[config.mk]
export PLATFORM = sky130hd
export DESIGN_NAME = isrch_div
export DESIGN_NICKNAME = d
export VERILOG_FILES = /design/src/isrch_pkg.sv /design/src/isrch_div.sv
export SDC_FILE = /design/constraint.sdc
export NUM_CORES = 1
export LEC_CHECK = 0
export BUFFER_PORTS_ARGS = -buffer_cell sky130_fd_sc_hd__buf_4
export CORE_UTILIZATION = 54
export CTS_CLUSTER_SIZE = 40
export DETAILED_ROUTE_END_ITERATION = 8
export PLACE_DENSITY_LB_ADDON = 0.12
export SLEW_MARGIN = 10
export SYNTH_ARGS = -nofsm -noshare
export SYNTH_HDL_FRONTEND = slang
export SYNTH_SLANG_ARGS = --single-unit
[constraint.sdc]
create_clock -name clk -period 7.15 [get_ports clk]
set_input_delay 1.43 -clock clk [delete_from_list [all_inputs] [get_ports clk]]
set_output_delay 1.43 -clock clk [all_outputs]
set_load 0.03 [all_outputs]
[src/isrch_pkg.sv]
// Shared widths and defaults for the interpolation search engine.
package isrch_pkg;

  localparam int IDX_W           = 10;               // table index field width
  localparam int VAL_W           = 32;               // table entry / key width
  localparam int PTR_W           = IDX_W + 2;        // signed range pointer, holds -1 .. 2**IDX_W
  localparam int PROD_W          = VAL_W + IDX_W;    // offset times span
  localparam int CNT_W           = $clog2(IDX_W);    // quotient bit counter
  localparam int DEF_TABLE_DEPTH = 1024;

endpackage

[src/isrch_div.sv]
// Probe offset unit: a multiply step, then one restoring quotient bit per cycle.
module isrch_div (
  input  logic                      clk,
  input  logic                      rst_n,
  input  logic                      go,
  input  logic [isrch_pkg::VAL_W-1:0] numer,
  input  logic [isrch_pkg::IDX_W-1:0] span,
  input  logic [isrch_pkg::VAL_W-1:0] denom,
  output logic                      done,
  output logic [isrch_pkg::IDX_W-1:0] quot
);
  import isrch_pkg::*;

  typedef enum logic [1:0] {
    D_IDLE,
    D_MUL,
    D_DIV
  } dstate_t;

  dstate_t             state_r, state_nxt;
  logic                done_r, done_nxt;
  logic [CNT_W-1:0]    cnt_r, cnt_nxt;
  logic [VAL_W-1:0]    num_r, num_nxt;
  logic [VAL_W-1:0]    den_r, den_nxt;
  logic [IDX_W-1:0]    span_r, span_nxt;
  logic [PROD_W-1:0]   rem_r, rem_nxt;
  logic [IDX_W-1:0]    quot_r, quot_nxt;
  logic [PROD_W-1:0]   prod;
  logic [PROD_W-1:0]   trial;
  logic                fits;

  // Quotient never exceeds span, so IDX_W bits cover it.
  assign prod  = num_r * span_r;
  assign trial = {{IDX_W{1'b0}}, den_r} << cnt_r;
  assign fits  = (rem_r >= trial);

  always_comb begin
    state_nxt = state_r;
    done_nxt  = 1'b0;
    cnt_nxt   = cnt_r;
    num_nxt   = num_r;
    den_nxt   = den_r;
    span_nxt  = span_r;
    rem_nxt   = rem_r;
    quot_nxt  = quot_r;
    case (state_r)
      D_IDLE: begin
        if (go) begin
          num_nxt   = numer;
          den_nxt   = denom;
          span_nxt  = span;
          state_nxt = D_MUL;
        end
      end
      D_MUL: begin
        rem_nxt   = prod;
        quot_nxt  = '0;
        cnt_nxt   = CNT_W'(IDX_W - 1);
        state_nxt = D_DIV;
      end
      D_DIV: begin
        if (fits) begin
          rem_nxt = rem_r - trial;
        end
        quot_nxt = {quot_r[IDX_W-2:0], fits};
        if (cnt_r == '0) begin
          done_nxt  = 1'b1;
          state_nxt = D_IDLE;
        end else begin
          cnt_nxt = cnt_r - CNT_W'(1);
        end
      end
      default: begin
        state_nxt = D_IDLE;
      end
    endcase
  end

  always_ff @(posedge clk) begin
    if (!rst_n) begin
      state_r <= D_IDLE;
      done_r  <= 1'b0;
    end else begin
      state_r <= state_nxt;
      done_r  <= done_nxt;
    end
  end

  always_ff @(posedge clk) begin
    cnt_r  <= cnt_nxt;
    num_r  <= num_nxt;
    den_r  <= den_nxt;
    span_r <= span_nxt;
    rem_r  <= rem_nxt;
    quot_r <= quot_nxt;
  end

  assign done = done_r;
  assign quot = quot_r;

endmodule

==> results.rst, run 1 <==
.. list-table::
   :header-rows: 1

   * - Metric
     - Value
   * - Outcome
     - completed
   * - WL per Instance
     - ~18 µm
   * - Worst min path class
     - flop to flop
   * - Tightest slew margin relative to the limit
     - roughly 30%
   * - Count of clock tree sinks
     - 133
   * - Req. time, crit path
     - 7.33 ns
   * - Antenna violations before repair
     - 0
   * - Largest family of logic cells by synthesized area
     - adder cells
   * - Most used standard cell by instance count after synthesis
     - sky130_fd_sc_hd__nand2_1
   * - Sum of routed wire length over all layers
     - 43500 µm
   * - Met2 Track Usage GR
     - roughly 43%
   * - Worst-path clk slew
     - 0.07 ns
   * - Number of clock buffers inserted by TritonCTS
     - 17
   * - Vias per std cell
     - 5.66
   * - Critical-path cell with the highest stage delay
     - sky130_fd_sc_hd__edfxtp_1
   * - Met1 routing resource usage after global routing
     - around 36%
   * - Portion of netlist area occupied by mux cells
     - 5.13%
   * - Critical register-to-register path startpoint
     - span_r[2]$_DFFE_PP_
   * - Maximum buffer depth of the clock tree
     - 2
   * - Cell types occupying the most area after synthesis
     - sky130_fd_sc_hd__fa_1 26%, sky130_fd_sc_hd__edfxtp_1 21%, sky130_fd_sc_hd__ha_1 8.4%
   * - Core Rows
     - 67
   * - Routability-driven placement congestion ratio
     - 0.931
   * - Period minus WS final
     - 6.74 ns
   * - Placement-stage worst setup slack
     - 0.444 ns
   * - Hold path cells
     - 1
   * - 1st-iter DRT viols
     - between 800 and 900
   * - Post-detailed-placement half-perimeter wirelength
     - 34000 µm
   * - Top Ports
     - between 80 and 90
   * - Antenna viol nets, final
     - 0
   * - Root Buffer Master
     - sky130_fd_sc_hd__clkbuf_16
   * - Setup Total Neg Slack
     - 0 ns
   * - Met3 usage in global routing
     - 4.01%
   * - Number of instances in the synthesized netlist
     - 1966
   * - Latest clock arrival within the worst-skew pair
     - 0.45 ns
   * - Chip Width
     - 187 µm
   * - Post-synthesis instance area
     - about 18000 µm²
   * - Via count of the routed design
     - 13.8k
   * - Count of flip-flops with a built-in enable after synthesis
     - 130
   * - Highest-utilization routing layer at the global route stage
     - met2
   * - Number of flip-flops and latches in the synthesized netlist
     - about 130
   * - Flip-flop cell with the highest count after synthesis
     - sky130_fd_sc_hd__edfxtp_1
   * - Area share of the leading cell type in the synthesized netlist
     - 26.0%
   * - Min setup slack post-route
     - slightly above 0.4 ns
   * - Setup slack of the worst register-to-register path
     - 0.41 ns
   * - Final setup viols
     - 0
   * - CP most frequent cell
     - sky130_fd_sc_hd__fa_1
   * - Unique cell type count in the Yosys netlist
     - 58
   * - Max-cap violations
     - 0
   * - Final worst path period share
     - 94.3%
   * - Achievable frequency
     - 0.148 GHz
   * - Avg Cell Area, Syn
     - between 9 and 10 µm²
   * - Fraction of final layout cells with drive strength greater than 1
     - 8.95%
   * - Clock tree from TritonCTS
     - built
   * - Critical register-to-register path endpoint
     - rem_r[37]$_DFFE_PP_
   * - Hold wc startpoint
     - quot[6]$_SDFFCE_PN0P_
   * - Final hold slack
     - 0.553 ns
   * - Clk_skew
     - 0.0175 ns
   * - Detailed-routing iteration count for the pre-antenna-repair pass
     - 5
   * - Critical Path Start Type
     - flop
   * - Core box area
     - roughly 34000 µm²
   * - Endpoints failing hold
     - 0
   * - Vias in the first global route
     - between 10k and 15k
   * - # diodes
     - 0
   * - Chain of cells forming the critical path
     - buf_4 > nand2_1 > fa_1 > inv_1 > fa_1 > fa_1 > fa_1 > inv_1 > fa_1 > inv_1 > ha_1 > a21oi_1 > o21ai_0 > a2111oi_0 > o311ai_1 > and4_1 > a31oi_1 > o21ai_0 > xnor2_1 > mux2i_1
   * - Slowest stage delay, CP
     - approximately 0.7 ns
   * - Total nets after synthesis
     - 2406
   * - Signed area change from the synthesized netlist to the final layout
     - 8.05%
   * - Portion of the post-synthesis area used by sequential elements
     - a little over a fifth
   * - Arrival time of the worst setup path
     - ~7 ns
   * - First-pass GRT wire length
     - around 73000 µm
   * - Share of synthesized cell area in full adder, half adder and majority cells
     - 34.4%
   * - Cell family with most CP delay
     - adder cells
   * - Warnings from Yosys
     - 0
   * - Depth of the CTS H-tree
     - 4
   * - # DRC
     - 0
   * - Slew at the pin closest to its max-slew limit
     - 1.04 ns
   * - Post-layout net count
     - between 2k and 2.5k
   * - Total count of max-transition violations in the final report
     - 0
   * - Worst reg2reg path depth
     - 20
   * - Area of the die
     - 34900 µm²
   * - Port Buffers
     - 87
   * - Commonest cells in the netlist
     - 270 x sky130_fd_sc_hd__nand2_1, 244 x sky130_fd_sc_hd__inv_1, 239 x sky130_fd_sc_hd__fa_1, 183 x sky130_fd_sc_hd__and2_1, 130 x sky130_fd_sc_hd__edfxtp_1
   * - Remaining Overflow, GRT
     - 0
   * - Largest net degree at the start of global routing
     - between 70 and 80
   * - Post-synth top area cell
     - sky130_fd_sc_hd__fa_1
   * - Compound-Gate Fraction of Synth Area
     - 11.6%
   * - Crit-path max FO
     - 13
   * - Unrepaired setup endpoints after global routing
     - false
   * - Simple-gate share of the synthesized area
     - approximately 16%
   * - Xor and xnor area share after synthesis
     - 3.56%
   * - Worst setup path class
     - flop to flop
   * - Buffering stage count on the worst path with inverters included
     - 4
   * - End point of the worst hold path
     - quot[7]$_SDFFCE_PN0P_
   * - Die extent in y
     - approximately 190 µm
   * - Initial cell density of the core
     - 55.0%
   * - All-layer global routing usage
     - 26.3%
   * - Critical path capture point type
     - flop
   * - Fraction of registers with async set/reset
     - 0%
layer usage:
layer	wire [µm]	vias to the layer above	share of wire, %
li1	-	6531	-
met1	20200	6811	46
met2	20500	399	47
met3	2110	50	4.9
met4	719	0	1.7
met5	0	-	0
how the worst max path moves through the flow:
stage,from,endpoint,cells past startpoint
after CTS,span_r[1]$_DFFE_PP_,rem_r[39]$_DFFE_PP_,21
after global placement,span_r[1]$_DFFE_PP_,rem_r[39]$_DFFE_PP_,21
after detailed placement,span_r[1]$_DFFE_PP_,rem_r[39]$_DFFE_PP_,21
after floorplan,cnt_r[0]$_SDFFCE_PN1P_,rem_r[0]$_DFFE_PP_,18
final,span_r[2]$_DFFE_PP_,rem_r[37]$_DFFE_PP_,20
after global routing,span_r[2]$_DFFE_PP_,rem_r[41]$_DFFE_PP_,20
registers in the layout (all words and copies together) (netlist names):
register and flops:
done 1, state_r 2, num_r 32, span_r 10, rem_r 42, quot 10
den_r 32, cnt_r 4
cells by family after synthesis:
family	count (synthesis)
and+or+nand+nor	616
adders and majority gates	363
buffers and inverters	360
AOI/OAI and AO/OA	348
DFF	133
xor gates and xnor gates	75
muxes	71
cell type report:
cell class / count / area [µm²]
multi-input combinational: 1473 / 13100
inverter: 245 / 920
tap: 448 / 561
fill: 2960 / 13600
clock inverter: 14 / 111
clock buffer: 18 / 429
sequential: 133 / 3960
timing repair buffer: 106 / 800
cell usage in the layout, fill, tap and decap left out, types with 7 or more instances in the layout:
cell and count:
sky130_fd_sc_hd__nand2_1 270, sky130_fd_sc_hd__inv_1 244, sky130_fd_sc_hd__fa_1 239, sky130_fd_sc_hd__and2_1 182
sky130_fd_sc_hd__edfxtp_1 130, sky130_fd_sc_hd__ha_1 123, sky130_fd_sc_hd__a21oi_1 122, sky130_fd_sc_hd__buf_4 105
sky130_fd_sc_hd__o21ai_0 79, sky130_fd_sc_hd__nor2_1 58, sky130_fd_sc_hd__xnor2_1 43, sky130_fd_sc_hd__mux2i_1 37
sky130_fd_sc_hd__a21o_1 35, sky130_fd_sc_hd__xor2_1 32, sky130_fd_sc_hd__nand4_1 20, sky130_fd_sc_hd__nor2b_1 18
sky130_fd_sc_hd__mux2_2 17, sky130_fd_sc_hd__mux4_2 17, sky130_fd_sc_hd__clkbuf_16 17, sky130_fd_sc_hd__nand3_1 15
sky130_fd_sc_hd__o21a_1 15, sky130_fd_sc_hd__o21bai_1 14, sky130_fd_sc_hd__and3_1 11, sky130_fd_sc_hd__o211ai_1 11
sky130_fd_sc_hd__a31oi_1 10, sky130_fd_sc_hd__a211oi_1 9, sky130_fd_sc_hd__nand2b_1 9, sky130_fd_sc_hd__o31ai_1 9
sky130_fd_sc_hd__nor3_1 8, sky130_fd_sc_hd__or2_2 7
worst register-to-register path: stages, from the launching register on:
cell                        delay (ns)
sky130_fd_sc_hd__edfxtp_1         0.70
sky130_fd_sc_hd__buf_4            0.31
sky130_fd_sc_hd__nand2_1          0.09
sky130_fd_sc_hd__fa_1             0.52
sky130_fd_sc_hd__inv_1            0.05
sky130_fd_sc_hd__fa_1             0.48
sky130_fd_sc_hd__fa_1             0.52
sky130_fd_sc_hd__fa_1             0.51
sky130_fd_sc_hd__inv_1            0.05
sky130_fd_sc_hd__fa_1             0.47
sky130_fd_sc_hd__inv_1            0.04
sky130_fd_sc_hd__ha_1             0.39
sky130_fd_sc_hd__a21oi_1          0.26
sky130_fd_sc_hd__o21ai_0          0.19
sky130_fd_sc_hd__a2111oi_0        0.57
sky130_fd_sc_hd__o311ai_1         0.27
sky130_fd_sc_hd__and4_1           0.29
sky130_fd_sc_hd__a31oi_1          0.36
sky130_fd_sc_hd__o21ai_0          0.16
sky130_fd_sc_hd__xnor2_1          0.18
sky130_fd_sc_hd__mux2i_1          0.09
what timing repair did:
action                                  CTS  global route
hold endpoints to repair                  0             0
hold buffers                              0             0
endpoints found under the setup margin    0             3
buffers inserted                          0             2
gates resized for setup                   0             0
through the flow:
stage	cell area (µm²)	cells	utilization, %
finish	19900	2437	59.4
floorplan	18400	1966	-
detailed placement	19400	2403	57.7
global route	19900	2437	59.4
CTS	19900	2435	59.3
global placement	19400	2403	57.7
Power of run 1 is left out: the tool's default activity adds up to more than one toggle a clock period on the data nets, which glitch-free logic cannot reach.
==> run 2: changes to the inputs <==
- ABC_AREA: default -> 1
==> run 2 against run 1 <==
- synthesized cell count grew 50%
- clock skew shrank 0.00086 ns
- maximum frequency grew 12%
- die area grew 11%
- register-to-register slack gained 0.72 ns
- core utilization shrank 0.47 points
- final cell count grew 43%
- first-iteration DRC count grew 57%
- sequential share of layout area shrank 2.0 points
- worst setup slack gained 0.72 ns
- routed wire length grew 30%
==> results.rst, run 2 <==
.. list-table::
   :header-rows: 1

   * - Metric
     - Value
   * - Unrepaired setup endpoints after global routing
     - false
   * - Number of instances in the synthesized netlist
     - 2943 (+50%)
   * - Post-layout net count
     - 3406 (+41%)
   * - Register with the highest flop count
     - rem_r
   * - Root Buffer Master
     - sky130_fd_sc_hd__clkbuf_16
   * - Signed area change from the synthesized netlist to the final layout
     - 7.77%
   * - # DRC
     - 0 (unchanged)
   * - Final core utilization
     - 58.9% (-0.47 points)
   * - Port Buffers
     - 87 (unchanged)
   * - Antenna violations before repair
     - 0 (unchanged)
   * - # diodes
     - 0 (unchanged)
   * - First-pass GRT wire length
     - 89800 µm (+22%)
   * - Slew at the pin closest to its max-slew limit
     - 1.19 ns (+0.145 ns)
   * - Core Rows
     - 71 (+6.0%)
   * - Count of clock tree sinks
     - 133 (unchanged)
   * - Cells resized by post-CTS repair
     - 0 (unchanged)
   * - 1st-iter DRT viols
     - 1391 (+57%)
   * - Fraction of registers with async set/reset
     - 0% (unchanged)
   * - Flip-flop cell with the highest count after synthesis
     - sky130_fd_sc_hd__edfxtp_1
   * - Max-cap violations
     - 0 (unchanged)
   * - Top Ports
     - 88 (unchanged)
   * - Final hold slack
     - 0.545 ns (-0.00813 ns)
   * - Largest net degree at the start of global routing
     - 54 (-28%)
   * - Critical path capture point type
     - flop
   * - Commonest cells after routing, fill and taps aside
     - 996 x sky130_fd_sc_hd__nand2_1, 684 x sky130_fd_sc_hd__inv_1, 239 x sky130_fd_sc_hd__fa_1
   * - Portion of the post-synthesis area used by sequential elements
     - 19.3% (-2.2 points)
   * - Critical Path Start Type
     - flop
   * - Flip-flop count of the largest register, all copies and words added
     - 42 (unchanged)
   * - Clock tree from TritonCTS
     - built
   * - Remaining Overflow, GRT
     - 0 (unchanged)
   * - Number of fill cells in the layout
     - 3627 (+23%)
   * - Warnings from Yosys
     - 0 (unchanged)
   * - Initial cell density of the core
     - 54.7% (-0.30 points)
   * - WL per Instance
     - 16.2 µm (-9.1%)
   * - Worst setup path class
     - flop to flop
   * - Depth of the CTS H-tree
     - 4 (unchanged)
   * - Period minus WS final
     - 6.02 ns (-0.717 ns)
   * - Commonest non-fill, non-tap cell in the layout
     - sky130_fd_sc_hd__nand2_1
   * - Arrival time of the worst setup path
     - 6.23 ns (-0.69 ns)
   * - Area of the die
     - 38800 µm² (+11%)
   * - Sum of routed wire length over all layers
     - 56600 µm (+30%)
   * - Achievable frequency
     - 0.166 GHz (+12%)
   * - Final setup viols
     - 0 (unchanged)
   * - Die extent in y
     - 197 µm (+5.5%)
   * - Vias per std cell
     - 5.12 (-9.5%)
   * - Worst min path class
     - flop to flop
   * - Final worst path period share
     - 84.2% (-10 points)
   * - Number of clock buffers inserted by TritonCTS
     - 17 (unchanged)
   * - Maximum buffer depth of the clock tree
     - 2 (unchanged)
   * - Detailed-routing iteration count for the pre-antenna-repair pass
     - 5 (unchanged)
   * - Critical path startpoint
     - span_r[1]$_DFFE_PP_
   * - Worst-path clk slew
     - 0.07 ns (about the same)
   * - Crit-path max FO
     - 32 (+19)
   * - Endpoints failing hold
     - 0 (unchanged)
   * - Core box area
     - 37600 µm² (+12%)
   * - Count of flip-flops with a built-in enable after synthesis
     - 130 (unchanged)
   * - Hold wc startpoint
     - quot[5]$_SDFFCE_PN0P_
   * - Req. time, crit path
     - 7.36 ns (+0.03 ns)
   * - Post-synthesis instance area
     - 20500 µm² (+11%)
   * - All-layer global routing usage
     - 30.3% (+4.0 points)
   * - Via count of the routed design
     - 17.9k (+30%)
   * - Post-detailed-placement half-perimeter wirelength
     - 46200 µm (+36%)
   * - Avg Cell Area, Syn
     - 6.98 µm² (-26%)
   * - Unique cell type count in the Yosys netlist
     - 43 (-26%)
   * - Chip Width
     - 197 µm (+5.5%)
   * - Clk_skew
     - 0.0167 ns (-0.000857 ns)
   * - Latest clock arrival within the worst-skew pair
     - 0.48 ns (+0.03 ns)
   * - Post-synth top area cell
     - sky130_fd_sc_hd__fa_1
   * - Number of buffers inserted by hold repair at cts
     - 0 (unchanged)
   * - Critical register-to-register path startpoint
     - span_r[1]$_DFFE_PP_
   * - Routability-driven placement congestion ratio
     - 0.972 (+4.4%)
   * - Number of flip-flops and latches in the synthesized netlist
     - 133 (unchanged)
   * - Vias in the first global route
     - 17.5k (+21%)
   * - Total count of max-transition violations in the final report
     - 0 (unchanged)
   * - Antenna viol nets, final
     - 0 (unchanged)
   * - Area share of the leading cell type in the synthesized netlist
     - 23.3% (-2.7 points)
   * - Cell types occupying the most area after synthesis
     - sky130_fd_sc_hd__fa_1 23%, sky130_fd_sc_hd__edfxtp_1 19%, sky130_fd_sc_hd__nand2_1 18%
   * - Fraction of final layout cells with drive strength greater than 1
     - 7.25% (-1.7 points)
   * - Regs by FF count
     - rem_r x42, den_r x32, num_r x32
   * - Total nets after synthesis
     - 3383 (+41%)
   * - Tightest slew margin relative to the limit
     - 20.8% (-9.7 points)
   * - Commonest cells in the netlist
     - 996 x sky130_fd_sc_hd__nand2_1, 685 x sky130_fd_sc_hd__inv_1, 239 x sky130_fd_sc_hd__fa_1, 148 x sky130_fd_sc_hd__nand3_1
   * - Most used standard cell by instance count after synthesis
     - sky130_fd_sc_hd__nand2_1
   * - Total setup buffers inserted after CTS
     - 0 (unchanged)
   * - Outcome
     - completed
   * - Setup Total Neg Slack
     - 0 ns (unchanged)
==> run 2: changes by cell type after synthesis, sizes merged, moves of 57 or more <==
cell	before	now
nand2	270	1027
inv	244	688
and2	183	7
nand3	15	163
nor2	58	155
o21ai	80	137
==> run 2: layer usage <==
| layer | track usage (%) | wire length, µm |
|---|---|---|
| met1 | 41.0 | 25200 |
| met2 | 49.8 | 26700 |
| met3 | 3.93 | 3160 |
| met4 | 11.4 | 1520 |
| met5 | 0 | 0 |
==> run 2: final cells by class <==
class / instances / area, µm² / area share, %
Timing Repair Buffer: 104 / 781 / 3.53
Inverter: 691 / 2590 / 11.7
Clock buffer: 17 / 425 / 1.92
Sequential cell: 133 / 3960 / 17.9
Tap cell: 511 / 639 / 2.89
Clock inverter: 15 / 164 / 0.740
Multi-Input combinational cell: 2019 / 13600 / 61.3
==> run 2: worst paths after layout <==
kind	slack, ns	cells past startpoint	to
max	1.13	18	rem_r[19]$_DFFE_PP_
min	0.55	2	quot[6]$_SDFFCE_PN0P_
max reg2reg	1.13	18	rem_r[19]$_DFFE_PP_
min reg2reg	0.55	2	quot[6]$_SDFFCE_PN0P_
==> run 2: per-stage QoR <==
step / cell area, µm² / instances / setup slack (ns)
detailed placement: 21500 / 3458 / 1.27
finish: 22100 / 3490 / 1.13
CTS: 22100 / 3490 / 1.21
global route: 22100 / 3490 / 0.886
global placement: 21500 / 3458 / 1.29
floorplan: 20500 / 2943 / 2.31
==> run 2: critical path: stages, from the launching register on <==
cell	delay, ns
sky130_fd_sc_hd__edfxtp_1	1.14
sky130_fd_sc_hd__nand2_1	0.21
sky130_fd_sc_hd__fa_1	0.60
sky130_fd_sc_hd__inv_1	0.06
sky130_fd_sc_hd__fa_1	0.49
sky130_fd_sc_hd__fa_1	0.50
sky130_fd_sc_hd__fa_1	0.49
sky130_fd_sc_hd__inv_1	0.05
sky130_fd_sc_hd__fa_1	0.48
sky130_fd_sc_hd__inv_1	0.04
sky130_fd_sc_hd__ha_1	0.33
sky130_fd_sc_hd__nand2_1	0.15
sky130_fd_sc_hd__inv_1	0.05
sky130_fd_sc_hd__a21oi_1	0.26
sky130_fd_sc_hd__nor2_1	0.08
sky130_fd_sc_hd__nor2_1	0.14
sky130_fd_sc_hd__nand2_2	0.11
sky130_fd_sc_hd__o21ai_0	0.43
sky130_fd_sc_hd__nand2_1	0.10
==> run 2: logic make-up (layout without fill, tap and decap cells) <==
family	after synthesis	in the layout	synth area share [%]
XOR/XNOR	13	13	0.554
multiplexers	8	8	0.390
AO/OA/AOI/OAI	252	252	6.41
AND/OR/NAND/NOR	1383	1383	27.8
flip-flops	133	133	19.3
adder cells (fa/ha/maj)	363	363	30.8
buffers and inverters	791	827	14.7
Power of run 2 is left out for the same reason.
